[config.mk]
export PLATFORM = sky130hd
export DESIGN_NAME = selective_repeat_send_window
export DESIGN_NICKNAME = d
export VERILOG_FILES = /design/src/rtl/srsw_pkg.sv /design/src/rtl/srsw_ring.sv /design/src/rtl/srsw_ctrl.sv /design/src/rtl/selective_repeat_send_window.sv
export SDC_FILE = /design/constraint.sdc
export NUM_CORES = 1
export LEC_CHECK = 0
export BUFFER_PORTS_ARGS = -buffer_cell sky130_fd_sc_hd__buf_2
export CAP_MARGIN = 20
export CORE_ASPECT_RATIO = 1.4
export CORE_MARGIN = 5
export CORE_UTILIZATION = 45
export DETAILED_ROUTE_END_ITERATION = 10
export PLACE_DENSITY = 0.65
export SLEW_MARGIN = 30
export SYNTH_ARGS = -nofsm -noshare
export SYNTH_HDL_FRONTEND = slang
export SYNTH_SLANG_ARGS = --single-unit
[constraint.sdc]
create_clock -name i_clk -period 9.8 [get_ports i_clk]
set_clock_uncertainty 0.1 [all_clocks]
set_input_delay 0.49 -clock i_clk [delete_from_list [all_inputs] [get_ports i_clk]]
set_output_delay 0.49 -clock i_clk [all_outputs]
set_load 0.02 [all_outputs]
[src/rtl/srsw_pkg.sv]
// Shared types and constants of the selective-repeat send window.
// Field widths, command codes, register indexes and the result record.
// No dependencies.
`timescale 1ns / 1ps

package srsw_pkg;

    localparam int SEQ_W          = 16;
    localparam int CMD_W          = 2;
    localparam int TOTAL_W        = 16;
    localparam int WSIZE_W        = 7;
    localparam int SLID_W         = 7;
    localparam int CFG_IDX_W      = 1;
    localparam int CFG_DATA_W     = 16;
    localparam int RING_DEPTH_DEF = 64;
    localparam int SEQ_BITS_DEF   = 16;

    localparam logic [CMD_W-1:0] CMD_SEND    = 2'd0;
    localparam logic [CMD_W-1:0] CMD_ACK     = 2'd1;
    localparam logic [CMD_W-1:0] CMD_TIMEOUT = 2'd2;
    localparam logic [CMD_W-1:0] CMD_NONE    = 2'd3;

    localparam logic [CFG_IDX_W-1:0] CFG_TOTAL = 1'b0;
    localparam logic [CFG_IDX_W-1:0] CFG_WSIZE = 1'b1;

    typedef struct packed {
        logic              accepted;
        logic [SEQ_W-1:0]  packet_seq;
        logic              resend_valid;
        logic [SEQ_W-1:0]  window_start;
        logic [SEQ_W-1:0]  window_end;
        logic [SLID_W-1:0] slid_count;
        logic              all_done;
    } t_result;

endpackage

[src/rtl/srsw_ring.sv]
// Acknowledge ring: one bit per outstanding slot, one write and one read port.
// Read data is registered. No dependencies.
`timescale 1ns / 1ps

module srsw_ring #(
    parameter int RING_DEPTH = 64,
    localparam int AW = $clog2(RING_DEPTH)
) (
    input  logic          i_clk,
    input  logic          i_we,
    input  logic [AW-1:0] i_waddr,
    input  logic          i_wdata,
    input  logic          i_re,
    input  logic [AW-1:0] i_raddr,
    output logic          o_rdata
);

    logic r_mem [RING_DEPTH];
    logic r_rdata;

    always_ff @(posedge i_clk) begin
        if (i_we) begin
            r_mem[i_waddr] <= i_wdata;
        end
        if (i_re) begin
            r_rdata <= r_mem[i_raddr];
        end
    end

    assign o_rdata = r_rdata;

endmodule

[src/rtl/srsw_ctrl.sv]
// Window sequencer: base/next sequence state, command decode and the slide walk
// over the acknowledge ring. Depends on srsw_pkg; drives the ports of srsw_ring.
`timescale 1ns / 1ps

module srsw_ctrl #(
    parameter int RING_DEPTH = 64,
    parameter int SEQ_BITS   = 16,
    localparam int AW = $clog2(RING_DEPTH)
) (
    input  logic                         i_clk,
    input  logic                         i_rst_n,
    input  logic [srsw_pkg::TOTAL_W-1:0] i_total,
    input  logic [srsw_pkg::WSIZE_W-1:0] i_wsize,
    input  logic                         i_in_valid,
    output logic                         o_in_ready,
    input  logic [srsw_pkg::CMD_W-1:0]   i_command,
    input  logic [srsw_pkg::SEQ_W-1:0]   i_packet_number,
    output logic                         o_res_valid,
    input  logic                         i_res_ready,
    output srsw_pkg::t_result            o_res,
    output logic                         o_mem_we,
    output logic [AW-1:0]                o_mem_waddr,
    output logic                         o_mem_wdata,
    output logic                         o_mem_re,
    output logic [AW-1:0]                o_mem_raddr,
    input  logic                         i_mem_rdata
);

    import srsw_pkg::*;

    localparam int SW    = SEQ_BITS + 1;
    localparam int CW    = $clog2(RING_DEPTH + 1);
    localparam int SUM_W = ((SEQ_BITS > CW) ? SEQ_BITS : CW) + 2;

    localparam logic [1:0] S_IDLE  = 2'd0;
    localparam logic [1:0] S_CHK   = 2'd1;
    localparam logic [1:0] S_SLIDE = 2'd2;
    localparam logic [1:0] S_DONE  = 2'd3;

    logic [1:0]    r_state, n_state;
    logic [SW-1:0] r_base, n_base;
    logic [SW-1:0] r_next, n_next;
    logic [AW-1:0] r_bslot, n_bslot;
    logic [AW-1:0] r_nslot, n_nslot;
    logic [AW-1:0] r_pn_slot, n_pn_slot;
    logic          r_pn_base, n_pn_base;
    logic          r_acc, n_acc;
    logic          r_rv, n_rv;
    logic [SW-1:0] r_seq, n_seq;
    logic [CW-1:0] r_slid, n_slid;

    logic [SW-1:0]    total_eff;
    logic [SW-1:0]    pn_eff;
    logic [SW-1:0]    pn_off;
    logic [AW:0]      pn_sum;
    logic [AW-1:0]    pn_slot;
    logic [CW-1:0]    ws_eff;
    logic [SUM_W-1:0] wsum;
    logic [SUM_W-1:0] wend;
    logic             can_send;
    logic             in_range;
    logic [AW-1:0]    bslot_inc;
    logic [AW-1:0]    nslot_inc;
    logic [SW-1:0]    base_inc;

    assign total_eff = SW'(SEQ_BITS'(i_total));
    assign pn_eff    = SW'(SEQ_BITS'(i_packet_number));

    always_comb begin
        if (i_wsize == '0) begin
            ws_eff = CW'(1);
        end else if (int'(i_wsize) > RING_DEPTH) begin
            ws_eff = CW'(RING_DEPTH);
        end else begin
            ws_eff = CW'(i_wsize);
        end
    end

    assign wsum     = SUM_W'(r_base) + SUM_W'(ws_eff) - SUM_W'(1);
    assign wend     = (wsum > SUM_W'(total_eff)) ? SUM_W'(total_eff) : wsum;
    assign can_send = (SUM_W'(r_next) <= wend) && (r_next <= total_eff);
    assign in_range = (pn_eff >= r_base) && (pn_eff < r_next);

    // Offset from base is below the ring depth inside the outstanding range,
    // so one conditional subtract wraps the slot.
    assign pn_off  = pn_eff - r_base;
    assign pn_sum  = {1'b0, r_bslot} + (AW+1)'(pn_off);
    assign pn_slot = (pn_sum >= (AW+1)'(RING_DEPTH)) ?
                     AW'(pn_sum - (AW+1)'(RING_DEPTH)) : AW'(pn_sum);

    assign bslot_inc = (r_bslot == AW'(RING_DEPTH - 1)) ? '0 : r_bslot + 1'b1;
    assign nslot_inc = (r_nslot == AW'(RING_DEPTH - 1)) ? '0 : r_nslot + 1'b1;
    assign base_inc  = r_base + 1'b1;

    always_comb begin
        n_state     = r_state;
        n_base      = r_base;
        n_next      = r_next;
        n_bslot     = r_bslot;
        n_nslot     = r_nslot;
        n_pn_slot   = r_pn_slot;
        n_pn_base   = r_pn_base;
        n_acc       = r_acc;
        n_rv        = r_rv;
        n_seq       = r_seq;
        n_slid      = r_slid;
        o_in_ready  = 1'b0;
        o_res_valid = 1'b0;
        o_mem_we    = 1'b0;
        o_mem_waddr = r_bslot;
        o_mem_wdata = 1'b0;
        o_mem_re    = 1'b0;
        o_mem_raddr = bslot_inc;

        unique case (r_state)
            S_IDLE: begin
                o_in_ready = 1'b1;
                if (i_in_valid) begin
                    n_acc   = 1'b0;
                    n_rv    = 1'b0;
                    n_seq   = '0;
                    n_slid  = '0;
                    n_state = S_DONE;
                    unique case (i_command)
                        CMD_SEND: begin
                            if (can_send) begin
                                // clear the slot this packet takes over
                                n_acc       = 1'b1;
                                n_seq       = r_next;
                                o_mem_we    = 1'b1;
                                o_mem_waddr = r_nslot;
                                o_mem_wdata = 1'b0;
                                n_next      = r_next + 1'b1;
                                n_nslot     = nslot_inc;
                            end
                        end
                        CMD_ACK: begin
                            if (in_range) begin
                                o_mem_re    = 1'b1;
                                o_mem_raddr = pn_slot;
                                n_pn_slot   = pn_slot;
                                n_pn_base   = (pn_eff == r_base);
                                n_state     = S_CHK;
                            end
                        end
                        CMD_TIMEOUT: begin
                            if (r_base < r_next) begin
                                n_rv  = 1'b1;
                                n_seq = r_base;
                            end
                        end
                        CMD_NONE: begin
                        end
                    endcase
                end
            end
            S_CHK: begin
                n_state = S_DONE;
                if (!i_mem_rdata) begin
                    n_acc       = 1'b1;
                    o_mem_we    = 1'b1;
                    o_mem_waddr = r_pn_slot;
                    if (!r_pn_base) begin
                        o_mem_wdata = 1'b1;
                    end else begin
                        // acking the base: clear its slot and pass it in one step
                        o_mem_wdata = 1'b0;
                        n_base      = base_inc;
                        n_bslot     = bslot_inc;
                        n_slid      = CW'(1);
                        if (base_inc < r_next) begin
                            o_mem_re    = 1'b1;
                            o_mem_raddr = bslot_inc;
                            n_state     = S_SLIDE;
                        end
                    end
                end
            end
            S_SLIDE: begin
                n_state = S_DONE;
                if (i_mem_rdata) begin
                    o_mem_we    = 1'b1;
                    o_mem_waddr = r_bslot;
                    o_mem_wdata = 1'b0;
                    n_base      = base_inc;
                    n_bslot     = bslot_inc;
                    n_slid      = r_slid + 1'b1;
                    if (base_inc < r_next) begin
                        o_mem_re    = 1'b1;
                        o_mem_raddr = bslot_inc;
                        n_state     = S_SLIDE;
                    end
                end
            end
            S_DONE: begin
                o_res_valid = 1'b1;
                if (i_res_ready) begin
                    n_state = S_IDLE;
                end
            end
        endcase
    end

    always_ff @(posedge i_clk) begin
        if (!i_rst_n) begin
            r_state <= S_IDLE;
            r_base  <= SW'(1);
            r_next  <= SW'(1);
            r_bslot <= AW'(1);
            r_nslot <= AW'(1);
        end else begin
            r_state <= n_state;
            r_base  <= n_base;
            r_next  <= n_next;
            r_bslot <= n_bslot;
            r_nslot <= n_nslot;
        end
    end

    always_ff @(posedge i_clk) begin
        r_pn_slot <= n_pn_slot;
        r_pn_base <= n_pn_base;
        r_acc     <= n_acc;
        r_rv      <= n_rv;
        r_seq     <= n_seq;
        r_slid    <= n_slid;
    end

    assign o_res.accepted     = r_acc;
    assign o_res.packet_seq   = SEQ_W'(r_seq[SEQ_BITS-1:0]);
    assign o_res.resend_valid = r_rv;
    assign o_res.window_start = SEQ_W'(r_base[SEQ_BITS-1:0]);
    assign o_res.window_end   = SEQ_W'(wend[SEQ_BITS-1:0]);
    assign o_res.slid_count   = SLID_W'(r_slid);
    assign o_res.all_done     = (r_base > total_eff);

`ifndef SYNTH
    a_base_le_next: assert property (@(posedge i_clk) disable iff (!i_rst_n)
        r_base <= r_next)
        else $error("window base passed next sequence number");

    a_ring_bound: assert property (@(posedge i_clk) disable iff (!i_rst_n)
        (r_next - r_base) <= SW'(RING_DEPTH))
        else $error("outstanding packets exceed ring depth");

    a_slide_fed: assert property (@(posedge i_clk) disable iff (!i_rst_n)
        (r_state == S_SLIDE) |-> ($past(o_mem_re) && (r_slid != '0)))
        else $error("slide step without a pending ring read");

    a_port_clash: assert property (@(posedge i_clk) disable iff (!i_rst_n)
        (o_mem_we && o_mem_re) |-> (o_mem_waddr != o_mem_raddr))
        else $error("ring read and write hit the same slot");
`endif

endmodule

[src/rtl/selective_repeat_send_window.sv]
// Top level of the selective-repeat send window: configuration registers,
// result output register, sequencer and acknowledge ring. Depends on srsw_pkg,
// srsw_ctrl and srsw_ring.
//
// Usage:
//   Input channel (i_in_valid / o_in_ready) carries one command per transaction:
//   send next, acknowledgement with packet number, or retransmit timeout.
//   Output channel (o_out_valid / i_out_ready) returns exactly one result per
//   command, in order. Configuration writes (i_cfg_we) set the packet total and
//   the window size; issue them only while the block is idle.
// Sequencing:
//   Send, timeout, the unused code and a stray ack go from acceptance straight
//   to the result state. An ack in range reads its ring slot in a check state,
//   then, if it acked the base and more remain outstanding, walks on in a slide state.
//   The base walks past acked slots one per cycle through the single read port.
//   One command is in flight at a time; the next can be accepted in the cycle
//   after the previous result moves into the output register.
// Reset: base, next sequence and configuration return to one, output to empty.
//   Ring slots are written by each send before any read, so no clearing pass.
// Stall: a result waits in the output register while i_out_ready is low; one
//   further command may complete behind it, then input acceptance stops.
`timescale 1ns / 1ps

module selective_repeat_send_window #(
    parameter int RING_DEPTH = srsw_pkg::RING_DEPTH_DEF,
    parameter int SEQ_BITS   = srsw_pkg::SEQ_BITS_DEF
) (
    input  logic                            i_clk,
    input  logic                            i_rst_n,
    input  logic                            i_cfg_we,
    input  logic [srsw_pkg::CFG_IDX_W-1:0]  i_cfg_index,
    input  logic [srsw_pkg::CFG_DATA_W-1:0] i_cfg_data,
    input  logic                            i_in_valid,
    output logic                            o_in_ready,
    input  logic [srsw_pkg::CMD_W-1:0]      i_command,
    input  logic [srsw_pkg::SEQ_W-1:0]      i_packet_number,
    output logic                            o_out_valid,
    input  logic                            i_out_ready,
    output logic                            o_accepted,
    output logic [srsw_pkg::SEQ_W-1:0]      o_packet_seq,
    output logic                            o_resend_valid,
    output logic [srsw_pkg::SEQ_W-1:0]      o_window_start,
    output logic [srsw_pkg::SEQ_W-1:0]      o_window_end,
    output logic [srsw_pkg::SLID_W-1:0]     o_slid_count,
    output logic                            o_all_done
);

    import srsw_pkg::*;

    localparam int AW = $clog2(RING_DEPTH);

    logic [TOTAL_W-1:0] r_total;
    logic [WSIZE_W-1:0] r_wsize;
    t_result            r_out;
    logic               r_out_valid;

    t_result            res;
    logic               res_valid;
    logic               res_ready;
    logic               mem_we;
    logic [AW-1:0]      mem_waddr;
    logic               mem_wdata;
    logic               mem_re;
    logic [AW-1:0]      mem_raddr;
    logic               mem_rdata;

    always_ff @(posedge i_clk) begin
        if (!i_rst_n) begin
            r_total <= TOTAL_W'(1);
            r_wsize <= WSIZE_W'(1);
        end else if (i_cfg_we) begin
            unique case (i_cfg_index)
                CFG_TOTAL: r_total <= TOTAL_W'(i_cfg_data);
                CFG_WSIZE: r_wsize <= i_cfg_data[WSIZE_W-1:0];
            endcase
        end
    end

    // take a new result whenever the output register is empty or draining
    assign res_ready = !r_out_valid || i_out_ready;

    always_ff @(posedge i_clk) begin
        if (!i_rst_n) begin
            r_out_valid <= 1'b0;
        end else if (res_ready) begin
            r_out_valid <= res_valid;
        end
    end

    always_ff @(posedge i_clk) begin
        if (res_valid && res_ready) begin
            r_out <= res;
        end
    end

    srsw_ctrl #(
        .RING_DEPTH (RING_DEPTH),
        .SEQ_BITS   (SEQ_BITS)
    ) u_ctrl (
        .i_clk           (i_clk),
        .i_rst_n         (i_rst_n),
        .i_total         (r_total),
        .i_wsize         (r_wsize),
        .i_in_valid      (i_in_valid),
        .o_in_ready      (o_in_ready),
        .i_command       (i_command),
        .i_packet_number (i_packet_number),
        .o_res_valid     (res_valid),
        .i_res_ready     (res_ready),
        .o_res           (res),
        .o_mem_we        (mem_we),
        .o_mem_waddr     (mem_waddr),
        .o_mem_wdata     (mem_wdata),
        .o_mem_re        (mem_re),
        .o_mem_raddr     (mem_raddr),
        .i_mem_rdata     (mem_rdata)
    );

    srsw_ring #(
        .RING_DEPTH (RING_DEPTH)
    ) u_ring (
        .i_clk   (i_clk),
        .i_we    (mem_we),
        .i_waddr (mem_waddr),
        .i_wdata (mem_wdata),
        .i_re    (mem_re),
        .i_raddr (mem_raddr),
        .o_rdata (mem_rdata)
    );

    assign o_out_valid    = r_out_valid;
    assign o_accepted     = r_out.accepted;
    assign o_packet_seq   = r_out.packet_seq;
    assign o_resend_valid = r_out.resend_valid;
    assign o_window_start = r_out.window_start;
    assign o_window_end   = r_out.window_end;
    assign o_slid_count   = r_out.slid_count;
    assign o_all_done     = r_out.all_done;

endmodule

After elaboration in Yosys (flattened, before gate mapping) --
Memory sizes are Yosys's and may differ from the RTL's. A register that Yosys moved wholly into a read port is not among the register bits. Cells that the tools add are included.
Word-level totals: register bits 162, RAM bits 64, input bits 40, memories 1
Operators by class: add/subtract/negate cells 10, magnitude comparators 10, eq/ne operators 13, mux-type cells 65, bitwise logic cells 1, reduce and logical (&&, ||, !) cells 20
Memory list:
- u_ring.r_mem | words 64, bits a word 1, rd ports 1, clocked after memory_dff 1, wr ports 1, line srsw_ring.sv:18 | logic r_mem [RING_DEPTH];
Operators with widths (number):
- two-way mux 6 bit | 14
- two-way mux 17 bit | 3
- two-way mux 7 bit | 6
- adder 17 x 1 -> 17 bit, second input constant | 2
- < comparator 17 bit | 2
- case mux 17 bit (2 select lines) | 1
- two-way mux 16 bit | 2
- case mux 16 bit (2 select lines) | 1
- two-way mux 1 bit | 24
- case mux 6 bit (2 select lines) | 2
- case mux 7 bit (3 select lines) | 1
- adder 17 x 7 -> 18 bit | 1
- greater-than comparator 18 x 16 -> 1 bit | 1
- less-or-equal comparator 17 x 18 -> 1 bit | 1
- two-way mux 18 bit | 1
- subtractor 18 x 1 -> 18 bit, second input constant | 1
- == test 16 x 17 -> 1 bit | 1
- greater-or-equal comparator 16 x 17 -> 1 bit | 1
- greater-than comparator 17 x 16 -> 1 bit | 1
- less-or-equal comparator 17 x 16 -> 1 bit | 1
- < comparator 16 x 17 -> 1 bit | 1
- adder 6 x 1 -> 6 bit, second input constant | 2
- == test 6 bit, second input constant | 2
- two-way mux 2 bit | 6
- 25 further kinds | 41

Logic depth before layout (Yosys ltp) --
Gate-level depths: netlist of run 1.
depth after elaboration 15, gate-level depth with buffers 39, depth with buffers taken out 36

By module --
A second synthesis of run 1 with hierarchy kept.
Second synthesis, totals: cells, all modules 1414, area total of the unflattened synthesis 14674.1 um2
Modules (own cells, without submodules):
- srsw_ctrl | times used 1, cells each 1052, area an instance 9024.9 um2, seq. area each 1921.8 um2
- srsw_ring | times used 1, cells each 205, area an instance 2946.6 um2, seq. area each 1951.9 um2
- selective_repeat_send_window | times used 1, cells each 157, area an instance 2702.6 um2, seq. area each 2222.1 um2

Worst setup path after synthesis of run 1 --
No wires, ideal clock.
path type register -> register, from register u_ctrl.r_base[2], to memory u_ring.r_mem[34], enable pin, library setup time 0.305 ns, arrival time 7.437 ns, data required time 9.395 ns, setup slack 1.958 ns, cell stages (with the launch flop) 38, buffers on the path 3, clock period less this slack 7.842 ns, cell sequence dfxtp_1 clkbuf_1 inv_1 ha_1 inv_1 ha_1 a21o_1 a21oi_1 o21bai_1 a2111o_1 and3_1 o21ai_0 nand2b_1 xor2_1 ha_1 a21o_1 a21oi_1 nor2b_1 [... 2 more ...] a221oi_1 a41oi_1 a21oi_1 clkbuf_1 mux2i_1 ha_1 nor2b_1 o21a_1 o21bai_1 a21o_1 a21oi_1 o21a_1 a211oi_4 o21ai_2 a221o_1 or4b_1 buf_2 nor3_2
On the way: longest elaborated chain between the ends 12, elaborated cells on any way between the ends 16, those cells by class 2 x add/sub; 2 x order compare; 11 x mux; 1 x reduce/logical
RTL lines:
- start: declaration | line srsw_ctrl.sv:41 | logic [SW-1:0] r_base, n_base;
- start signal: assignment | line srsw_ctrl.sv:213 | r_base <= n_base;
- adder 17 x 7 -> 18 bit * | line srsw_ctrl.sv:79 | assign wsum = SUM_W'(r_base) + SUM_W'(ws_eff) - SUM_W'(1);
- subtractor 18 x 1 -> 18 bit * | line srsw_ctrl.sv:79
- greater-than comparator 18 x 16 -> 1 bit | line srsw_ctrl.sv:80 | assign wend = (wsum > SUM_W'(total_eff)) ? SUM_W'(total_eff) : wsum;
- two-way mux 18 bit * | line srsw_ctrl.sv:80
- less-or-equal comparator 17 x 18 -> 1 bit * | line srsw_ctrl.sv:81 | assign can_send = (SUM_W'(r_next) <= wend) && (r_next <= total_eff);
- logical AND 1 bit * | line srsw_ctrl.sv:81
- two-way mux 1 bit | line srsw_ctrl.sv:126 | if (can_send) begin
- two-way mux 1 bit | line srsw_ctrl.sv:124 | unique case (i_command)
- two-way mux 1 bit | line srsw_ctrl.sv:118 | if (i_in_valid) begin
- case mux 1 bit (3 select lines) | line srsw_ctrl.sv:115 | unique case (r_state)
- two-way mux 1 bit | line srsw_ring.sv:22 | if (i_we) begin
- two-way mux 1 bit (not written as such) | line srsw_ring.sv:23 | r_mem[i_waddr] <= i_wdata;
- end: declaration | line srsw_ring.sv:18
Mark *: on every way between the ends. The rest lies on a longest branch, timed or not.

Worst setup path in the final report of run 1 --
from register u_ctrl.r_base[1], to memory u_ring.r_mem[28], enable pin
Same word-level chain as after synthesis.

==> results.toml, run 1 <==
[outcome]
run_status = "completed"

[final_layout]
num-fill-cells = 2879
syn2layout_area_growth_pct = 12.7
fin_util_pct = 51.2
fin_nets = 1745
diodes = 0
drive_above_1_share_pct = 12.8
final-instance-count-excl-fill = 1938

[min_path]
hold_depth = 3
holdPathEnd = "r_total[12]$_SDFFE_PN0P_"
hp-start = "i_cfg_data[12]"
hp-class = "in2reg"

[critical_path]
r2r_end = "u_ring.r_mem[28]$_DFFE_PP_"
critPathLaunchType = "flip-flop"
worstPathRequired_ns = 9.95
reg2reg_setup_slack_ns = 0.69
slowest_delay_ns = 0.72
arrival_ns = 9.25
ff2ff_path_depth = 32
path_class = "reg2reg"
cp_slowest_cell = "a2111oi_4"
cp-end-kind = "flip-flop"
critPathMaxFanout = 12
reg2reg_from = "u_ctrl.r_base[1]$_SDFFE_PN0P_"
cpMostUsedCell = "ha_1"

[yosys]
yosysMostFrequentCell = "ha_1"
synth-seq-cells = 227
synthTopCellsByCount = "174 x ha_1, 155 x edfxtp_1, 148 x nand2_1"
synthArstFlopShare_pct = 0
synth_top_area_share_pct = 32.4
yosysWarnings = 0
syn_area_um2 = 14400
yosysTopAreaCell = "edfxtp_1"
ys_types = 72
ys_seq_area_share_pct = 42.4
ys_top_cells_by_area = "edfxtp_1 32%, ha_1 15%, dfxtp_1 10%"
synth.avg_cell_area_um2 = 10.1
synth_fp_nets = 1643
synth_edf_count = 155
syn_inst = 1423
synth_ff_type = "edfxtp_1"

[grt]
grt_pass1_vias = 11200
overflow = 0
grt_util_all_layers_pct = 22.1
grt_pass1_wl_mm = 62.3
antenna_found_initial = 0
grt_start_max_net_pins = 73

[sta]
finalCritPeriodShare_pct = 92.9
setup_viol = 0
finalSetupTns_ns = 0
relSlewSlack_pct = 33.8
slew_violations = 0
worstMarginPinSlew_ns = 0.966
fmax_mhz = 110
fin_ws_ns = 0.692
rsz0062_at_grt = "false"
hold_violations = 0
final.min_clock_period_ns = 9.11

[power]
cellLeakagePower_nw = 6.48
totalPowerFinal_mw = 3.58
power_density_nw_per_um2 = 221
ir_drop_v = 0.0000994

[routing]
wl_mm = 40.2
drtAntennaViolNets = 0
vias_per_cell = 5.78
dr.pass1.iters = 6
drt-initial-drc-count = 581
drc = 0
wl_per_cell_um = 20.7
vias = 11200

[place]
numPortBuffers = 99
gp_congestion = 0.923
dp.cells = 1894
dp_hpwl_mm = 30.7
place_ws_ns = 0.772

[clocking]
numCtsBuffers = 24
numClockSinks = 227
cts_hold_buffers = 0
post_cts.repair.setup_buffers = 0
clockBufferDepth = 3
cts-root-buf = "clkbuf_16"
clock_latency_ns = 0.55
htree_levels = 1
cts_repair_resize_count = 0
cts_tree = "built"
clkTransAtPathRegs_ns = 0.07

[floorplanning]
coreArea_um2 = 31600
die-area_um2 = 35600
rows = 77
ios = 100
initial_utilization_pct = 45.5
dieWidth_um = 161
die_h_um = 221

[flow_run]
max_cap_viol_count = 0
## cell type report
class	count	area, µm²	area share, %
Multi-Input combinational cell	1052	7760	47.9
Sequential cell	227	6100	37.7
Clock buffer	34	711	4.39
Timing Repair Buffer	118	638	3.94
Tap cell	395	494	3.05
Inverter	102	383	2.37
Clock inverter	10	103	0.634
## cells in the final DEF (no fill, tap or decap), types with 5 or more instances in the layout
| cell | netlist | final |
|---|---|---|
| inv_1 | 101 | 101 |
| or3_1 | 19 | 19 |
| o21ai_0 | 36 | 36 |
| clkbuf_1 | 34 | 5 |
| edfxtp_1 | 155 | 155 |
| nor3_1 | 21 | 20 |
| nand4_1 | 27 | 27 |
| fa_1 | 6 | 6 |
| nand2_1 | 148 | 147 |
| and3_1 | 15 | 15 |
| a21o_1 | 40 | 40 |
| mux2i_1 | 26 | 25 |
| dfxtp_1 | 72 | 72 |
| or2_2 | 5 | 5 |
| nand2b_1 | 10 | 10 |
| nand3_1 | 42 | 42 |
| buf_2 | 6 | 99 |
| nor3_2 | 4 | 5 |
| a22o_1 | 22 | 22 |
| a31oi_1 | 6 | 6 |
| a211oi_1 | 7 | 7 |
| nor2b_1 | 19 | 18 |
| mux2_2 | 15 | 15 |
| nor4_1 | 7 | 7 |
| o21bai_1 | 6 | 6 |
| and2_1 | 22 | 22 |
| nor2_1 | 102 | 101 |
| a32o_1 | 7 | 7 |
| ha_1 | 174 | 174 |
| o21a_1 | 20 | 20 |
| xnor2_1 | 52 | 52 |
| clkbuf_16 | 0 | 26 |
| xor2_1 | 10 | 10 |
| o211ai_1 | 9 | 9 |
| a21boi_0 | 42 | 42 |
| buf_4 | 0 | 19 |
| a21oi_1 | 66 | 65 |
## where the power goes
part | total (mW) | switching [mW] | internal [mW] | leakage [nW]
Clock | 0.934 | 0.398 | 0.537 | 0.393
Combinational | 1.40 | 0.889 | 0.509 | 4.05
Sequential | 1.25 | 0.0653 | 1.18 | 2.04
## how the worst max path moves through the flow
| stage | startpoint | end | slack (ns) | cells after the start |
|---|---|---|---|---|
| after CTS | u_ctrl.r_base[1]$_SDFFE_PN0P_ | u_ring.r_mem[28]$_DFFE_PP_ | 0.77 | 32 |
| after detailed placement | u_ctrl.r_base[1]$_SDFFE_PN0P_ | u_ring.r_mem[28]$_DFFE_PP_ | 0.77 | 32 |
| after global routing | u_ctrl.r_base[1]$_SDFFE_PN0P_ | u_ring.r_mem[28]$_DFFE_PP_ | 0.12 | 32 |
| after floorplan | u_ctrl.r_base[2]$_SDFFE_PN0P_ | u_ring.r_mem[34]$_DFFE_PP_ | 1.96 | 37 |
| after global placement | u_ctrl.r_base[1]$_SDFFE_PN0P_ | u_ring.r_mem[19]$_DFFE_PP_ | 0.94 | 32 |
| final | u_ctrl.r_base[1]$_SDFFE_PN0P_ | u_ring.r_mem[28]$_DFFE_PP_ | 0.69 | 32 |
## flip-flops by register name, indices dropped and copies added (netlist names), 2 cells and up
signal            count
u_ring.r_mem         64
u_ctrl.r_base        17
u_ctrl.r_next        17
o_packet_seq         16
o_window_end         16
o_window_start       16
r_total              16
u_ctrl.r_seq         16
o_slid_count          7
r_wsize               7
u_ctrl.r_slid         7
u_ctrl.r_bslot        6
u_ctrl.r_nslot        6
u_ctrl.r_pn_slot      6
u_ctrl.r_state        2
## worst max-delay path, delay by kind of cell (launching register included)
kind / cells / cell delay (ns)
xor+xnor: 1 / 0.21
buf+inv: 3 / 0.46
fa+ha+maj: 5 / 1.57
flops: 1 / 0.54
mux: 1 / 0.10
simple gates: 8 / 1.64
compound gates: 14 / 4.19
## per-stage QoR
stage | cell area [µm²] | hold slack, ns
finish | 16200 | 0.0845
global route | 16200 | 0.0970
CTS | 16200 | 0.0726
detailed placement | 15400 | 0.305
global placement | 15400 | 0.302
floorplan | 14400 | 0.300
## layer usage
layer  wire length (µm)  GRT usage [%]  up-vias
met4               2530           12.6        0
met3               1760           2.89      119
li1                   -              -     5392
met1              14900           24.0     5343
met2              21000           40.9      341
met5                  0              0        -
## kinds of logic after synthesis
kind of cell / after synthesis / share of synthesized area (%)
AOI/OAI and AO/OA: 307 / 15.3
xor gates and xnor gates: 62 / 3.78
adders and majority gates: 180 / 16.0
buffers and inverters: 144 / 3.82
DFF: 227 / 42.4
muxes: 43 / 3.14
other: 1 / 0.0261
and+or+nand+nor: 459 / 15.5
No activity file was read; power rests on OpenSTA's default activity.
==> inputs of run 2 (changes only) <==
--- a/config.mk
+++ b/config.mk
@@ -9,9 +9,10 @@
 export CAP_MARGIN = 20
 export CORE_ASPECT_RATIO = 1.4
 export CORE_MARGIN = 5
-export CORE_UTILIZATION = 45
+export CORE_UTILIZATION = 62
+export CTS_BUF_LIST = sky130_fd_sc_hd__clkbuf_16
 export DETAILED_ROUTE_END_ITERATION = 10
-export PLACE_DENSITY = 0.65
+export PLACE_DENSITY = 0.85
 export SLEW_MARGIN = 30
 export SYNTH_ARGS = -nofsm -noshare
 export SYNTH_HDL_FRONTEND = slang
==> results.toml, run 2 (same netlist as run 1, synthesis figures left out) <==
[clocking]
numClockSinks = 227
cts_repair_resize_count = 0
cts_tree = "built"
cts_hold_buffers = 0
numCtsBuffers = 23
post_cts.repair.setup_buffers = 0
clkTransAtPathRegs_ns = 0.06
cts-root-buf = "clkbuf_16"
clockBufferDepth = 3
htree_levels = 1
clock_latency_ns = 0.53

[grt]
grt_start_max_net_pins = 73
overflow = 0
grt_pass1_wl_mm = 60.3
antenna_found_initial = 0
grt_util_all_layers_pct = 28.6
grt_pass1_vias = 11700

[routing]
drt-initial-drc-count = 825
wl_per_cell_um = 21.1
drtAntennaViolNets = 0
wl_mm = 38.9
drc = 0
vias_per_cell = 6.26
dr.pass1.iters = 5
vias = 11600

[power]
ir_drop_v = 0.000175
power_density_nw_per_um2 = 218
totalPowerFinal_mw = 3.48
cellLeakagePower_nw = 6.44

[flow_run]
max_cap_viol_count = 0

[critical_path]
ff2ff_path_depth = 32
reg2reg_from = "u_ctrl.r_base[1]$_SDFFE_PN0P_"
cp_slowest_cell = "a2111oi_4"
reg2reg_setup_slack_ns = 0.68
critPathLaunchType = "flip-flop"
path_class = "reg2reg"
arrival_ns = 9.22
cpMostUsedCell = "ha_1"
worstPathRequired_ns = 9.90
critPathMaxFanout = 11
cp-end-kind = "flip-flop"
r2r_end = "u_ring.r_mem[10]$_DFFE_PP_"
slowest_delay_ns = 0.74

[floorplanning]
ios = 100
die_h_um = 190
rows = 66
coreArea_um2 = 23000
dieWidth_um = 139
initial_utilization_pct = 62.3
die-area_um2 = 26400

[min_path]
hold_depth = 3
hp-start = "i_cfg_data[8]"
holdPathEnd = "r_total[8]$_SDFFE_PN0P_"
hp-class = "in2reg"

[place]
numPortBuffers = 99
gp_congestion = 0.969
dp_hpwl_mm = 29.6
place_ws_ns = 0.596

[sta]
hold_violations = 0
worstMarginPinSlew_ns = 1.01
relSlewSlack_pct = 30.8
fmax_mhz = 110
setup_viol = 0
whs_ns = 0.130
finalCritPeriodShare_pct = 93.0
slew_violations = 0
finalSetupTns_ns = 0
rsz0062_at_grt = "false"
fin_ws_ns = 0.683
final.min_clock_period_ns = 9.12

[final_layout]
syn2layout_area_growth_pct = 11.0
largest_register = "u_ring.r_mem"
fin_nets = 1744
final_cell_mix = "174 x ha_1, 155 x edfxtp_1, 147 x nand2_1"
final_common_cell = "ha_1"
diodes = 0
largest_reg_flops = 64
drive_above_1_share_pct = 12.4
reg_top3 = "u_ring.r_mem x64, u_ctrl.r_base x17, u_ctrl.r_next x17"

[outcome]
run_status = "completed"
==> run 2: final cells by class <==
class	instances	area, µm²
multi-input cells	1053	7760
repair buffers	117	631
fillers	1698	7090
flip-flops and latches	227	6100
clock inverters	19	119
clock buffers	23	576
inverters	102	383
well taps	306	383
==> run 2: through the flow <==
stage / instances / util (%) / area (µm²)
finish: 1847 / 69.2 / 15900
global route: 1847 / 69.2 / 15900
CTS: 1846 / 69.2 / 15900
detailed placement: 1804 / 66.1 / 15200
global placement: 1804 / 66.1 / 15200
floorplan: 1423 / - / 14400
==> run 2: power breakdown <==
part	leakage (nW)	switching (mW)	internal (mW)	total, mW
sequential	2.04	0.0676	1.18	1.25
clock	0.366	0.366	0.454	0.820
combinational	4.04	0.889	0.515	1.40
total	6.44	1.32	2.15	3.48
==> run 2: worst max-delay path by stage <==
stage / depth (start not counted) / from / end / slack [ns]
2_1_floorplan: 37 / u_ctrl.r_base[2]$_SDFFE_PN0P_ / u_ring.r_mem[34]$_DFFE_PP_ / 1.96
3_3_place_gp: 33 / u_ctrl.r_base[1]$_SDFFE_PN0P_ / u_ring.r_mem[19]$_DFFE_PP_ / 0.95
3_5_place_dp: 32 / u_ctrl.r_base[1]$_SDFFE_PN0P_ / u_ring.r_mem[58]$_DFFE_PP_ / 0.60
4_1_cts: 32 / u_ctrl.r_base[1]$_SDFFE_PN0P_ / u_ring.r_mem[15]$_DFFE_PP_ / 0.56
5_1_grt: 33 / u_ctrl.r_base[1]$_SDFFE_PN0P_ / u_ring.r_mem[18]$_DFFE_PP_ / 0.10
6_report: 32 / u_ctrl.r_base[1]$_SDFFE_PN0P_ / u_ring.r_mem[10]$_DFFE_PP_ / 0.68
==> run 2: critical path: cells and delay by family, from the launching register on <==
family | cells | cell delay, ns
xor+xnor | 1 | 0.20
fa+ha+maj | 5 | 1.57
buf+inv | 3 | 0.41
mux | 1 | 0.08
flops | 1 | 0.54
simple gates | 8 | 1.66
compound gates | 14 | 4.24
==> run 2: per-layer routing <==
layer	global-route usage, %	wire length (µm)
met1	29.4	13500
met2	53.3	20000
met3	3.92	2140
met4	20.4	3260
met5	0	0
==> inputs of run 3 (changes only) <==
--- a/config.mk
+++ b/config.mk
@@ -9,10 +9,10 @@
 export CAP_MARGIN = 20
 export CORE_ASPECT_RATIO = 1.4
 export CORE_MARGIN = 5
-export CORE_UTILIZATION = 62
-export CTS_BUF_LIST = sky130_fd_sc_hd__clkbuf_16
+export CORE_UTILIZATION = 63
+export CTS_BUF_LIST = sky130_fd_sc_hd__clkbuf_2 sky130_fd_sc_hd__clkbuf_4 sky130_fd_sc_hd__clkbuf_8
 export DETAILED_ROUTE_END_ITERATION = 10
-export PLACE_DENSITY = 0.85
+export PLACE_DENSITY_LB_ADDON = 0.1
 export SLEW_MARGIN = 30
 export SYNTH_ARGS = -nofsm -noshare
 export SYNTH_HDL_FRONTEND = slang
==> results.toml, run 3 (same netlist as run 1, synthesis figures left out) <==
[floorplanning]
initial_utilization_pct = 63.8
coreArea_um2 = 22500
dieWidth_um = 138
die-area_um2 = 26000
rows = 65
die_h_um = 189
ios = 100

[final_layout]
reg_top3 = "u_ring.r_mem x64, u_ctrl.r_base x17, u_ctrl.r_next x17"
syn2layout_area_growth_pct = 11.4
final-instance-count-excl-fill = 1866
final_cell_mix = "174 x ha_1, 155 x edfxtp_1, 148 x nand2_1"
fin_nets = 1756
largest_reg_flops = 64
design_area_um2 = 16000
final_common_cell = "ha_1"
num-fill-cells = 1730
largest_register = "u_ring.r_mem"
drive_above_1_share_pct = 13.9

[place]
post_dp_cell_area_um2 = 15200
dp_hpwl_mm = 29.5
numPortBuffers = 99
gp_congestion = 0.999
dp.cells = 1798

[grt]
grt_start_max_net_pins = 73
grt_util_all_layers_pct = 29.5
grt_pass1_wl_mm = 59.0
antenna_found_initial = 3
grt_pass1_vias = 11200
overflow = 0

[sta]
finalSetupTns_ns = 0
worstMarginPinSlew_ns = 0.901
final.min_clock_period_ns = 8.99
setup_viol = 0
relSlewSlack_pct = 38.2
slew_violations = 0
fmax_mhz = 111
rsz0062_at_grt = "false"
hold_violations = 0
finalCritPeriodShare_pct = 91.7

[power]
power_switching_mw = 1.35
clkPwrFrac_pct = 24.2
power_density_nw_per_um2 = 220
internal-power_mw = 2.17
combPwrFrac_pct = 40.3
ir_drop_v = 0.000161
switching_share_pct = 38.4
pwr-share-seq_pct = 35.5
cellLeakagePower_nw = 6.47

[critical_path]
cp-end-kind = "flip-flop"
worstPathRequired_ns = 9.94
critPathTopFamily = "compound AO/OA/AOI/OAI gates"
path_class = "reg2reg"
slowest_delay_ns = 0.73
critical_path_buf_inv_count = 4
critPathLaunchType = "flip-flop"
critPathMaxFanout = 24
cp_slowest_cell = "a21oi_4"
cpMostUsedCell = "ha_1"
arrival_ns = 9.13

[routing]
drtAntennaViolNets = 0
wl_met1_mm = 13.8
drt-initial-drc-count = 785
vias = 11500
wl_met3_mm = 2.08
wl_met2_mm = 20.1
wl_mm = 38.7
wl_per_cell_um = 20.7
vias_per_cell = 6.16
dr.pass1.iters = 6
drc = 0
top_layer = "met5"

[min_path]
hp-class = "in2reg"

[clocking]
cts-root-buf = "clkbuf_8"
cts_repair_resize_count = 0
clockBufferDepth = 3
post_cts.repair.setup_buffers = 0
cts_tree = "built"
clock_latency_ns = 0.55
clkTransAtPathRegs_ns = 0.08
numClockSinks = 227
numCtsBuffers = 37
cts_hold_buffers = 0
htree_levels = 2

[outcome]
run_status = "completed"

[flow_run]
max_cap_viol_count = 0
==> run 3: changes by cell type in the layout (fill, tap and decap cells not counted), moves of 2 or more <==
cell	delta
clkbuf_4	+15
clkinv_1	+2
inv_1	-5
clkbuf_8	+41
clkinv_2	-2
inv_2	-2
clkbuf_16	-23
==> run 3: area by class of cell <==
class / instances / area, µm² / share of cell area (%)
inverters: 102 / 383 / 2.39
multi-input cells: 1052 / 7760 / 48.5
clock buffers: 56 / 677 / 4.23
well taps: 301 / 377 / 2.35
clock inverters: 11 / 82.6 / 0.516
diodes: 1 / 2.50 / 0.0156
flip-flops and latches: 227 / 6100 / 38.1
repair buffers: 116 / 623 / 3.90
==> run 3: per-layer routing <==
layer | global-route usage [%] | up-vias
li1 | - | 5416
met1 | 31.3 | 5482
met2 | 53.3 | 436
met3 | 4.51 | 151
met4 | 18.4 | 4
met5 | 0 | -
==> run 3: worst min-delay path: stages <==
cell	delay, ns
buf_2	0.09
nand2_1	0.04
a21boi_0	0.06
==> run 3: power groups by stage <==
stage | combinational [mW] | sequential (mW) | clock [mW]
CTS | 1.41 | 1.25 | 0.864
finish | 1.42 | 1.25 | 0.851
global placement | 1.37 | 1.26 | 0
detailed placement | 1.40 | 1.27 | 0
global route | 1.54 | 1.26 | 0.909
floorplan | 0.951 | 1.30 | 0
==> run 3: worst paths after layout <==
kind              cells past startpoint                     startpoint  slack [ns]                         end
setup / recovery                     35  u_ctrl.r_base[1]$_SDFFE_PN0P_        0.81  u_ring.r_mem[20]$_DFFE_PP_
hold / removal                        3                 i_cfg_data[10]        0.11    r_total[10]$_SDFFE_PN0P_
setup reg to reg                     35  u_ctrl.r_base[1]$_SDFFE_PN0P_        0.81  u_ring.r_mem[20]$_DFFE_PP_
hold reg to reg                       0      u_ctrl.r_seq[3]$_DFFE_PP_        0.31   o_packet_seq[3]$_DFFE_PP_
==> run 3: metrics by stage <==
| step | hold slack (ns) | utilization, % | power [mW] | setup WS [ns] |
|---|---|---|---|---|
| 6_report | 0.112 | 71.0 | 3.52 | 0.812 |
| 5_1_grt | 0.109 | 71.0 | 3.71 | 0.222 |
| 4_1_cts | 0.102 | 71.0 | 3.52 | 0.882 |
| 3_5_place_dp | 0.305 | 67.6 | 2.67 | 0.943 |
| 3_3_place_gp | 0.302 | 67.6 | 2.63 | 1.20 |
| 2_1_floorplan | 0.300 | - | 2.25 | 1.96 |
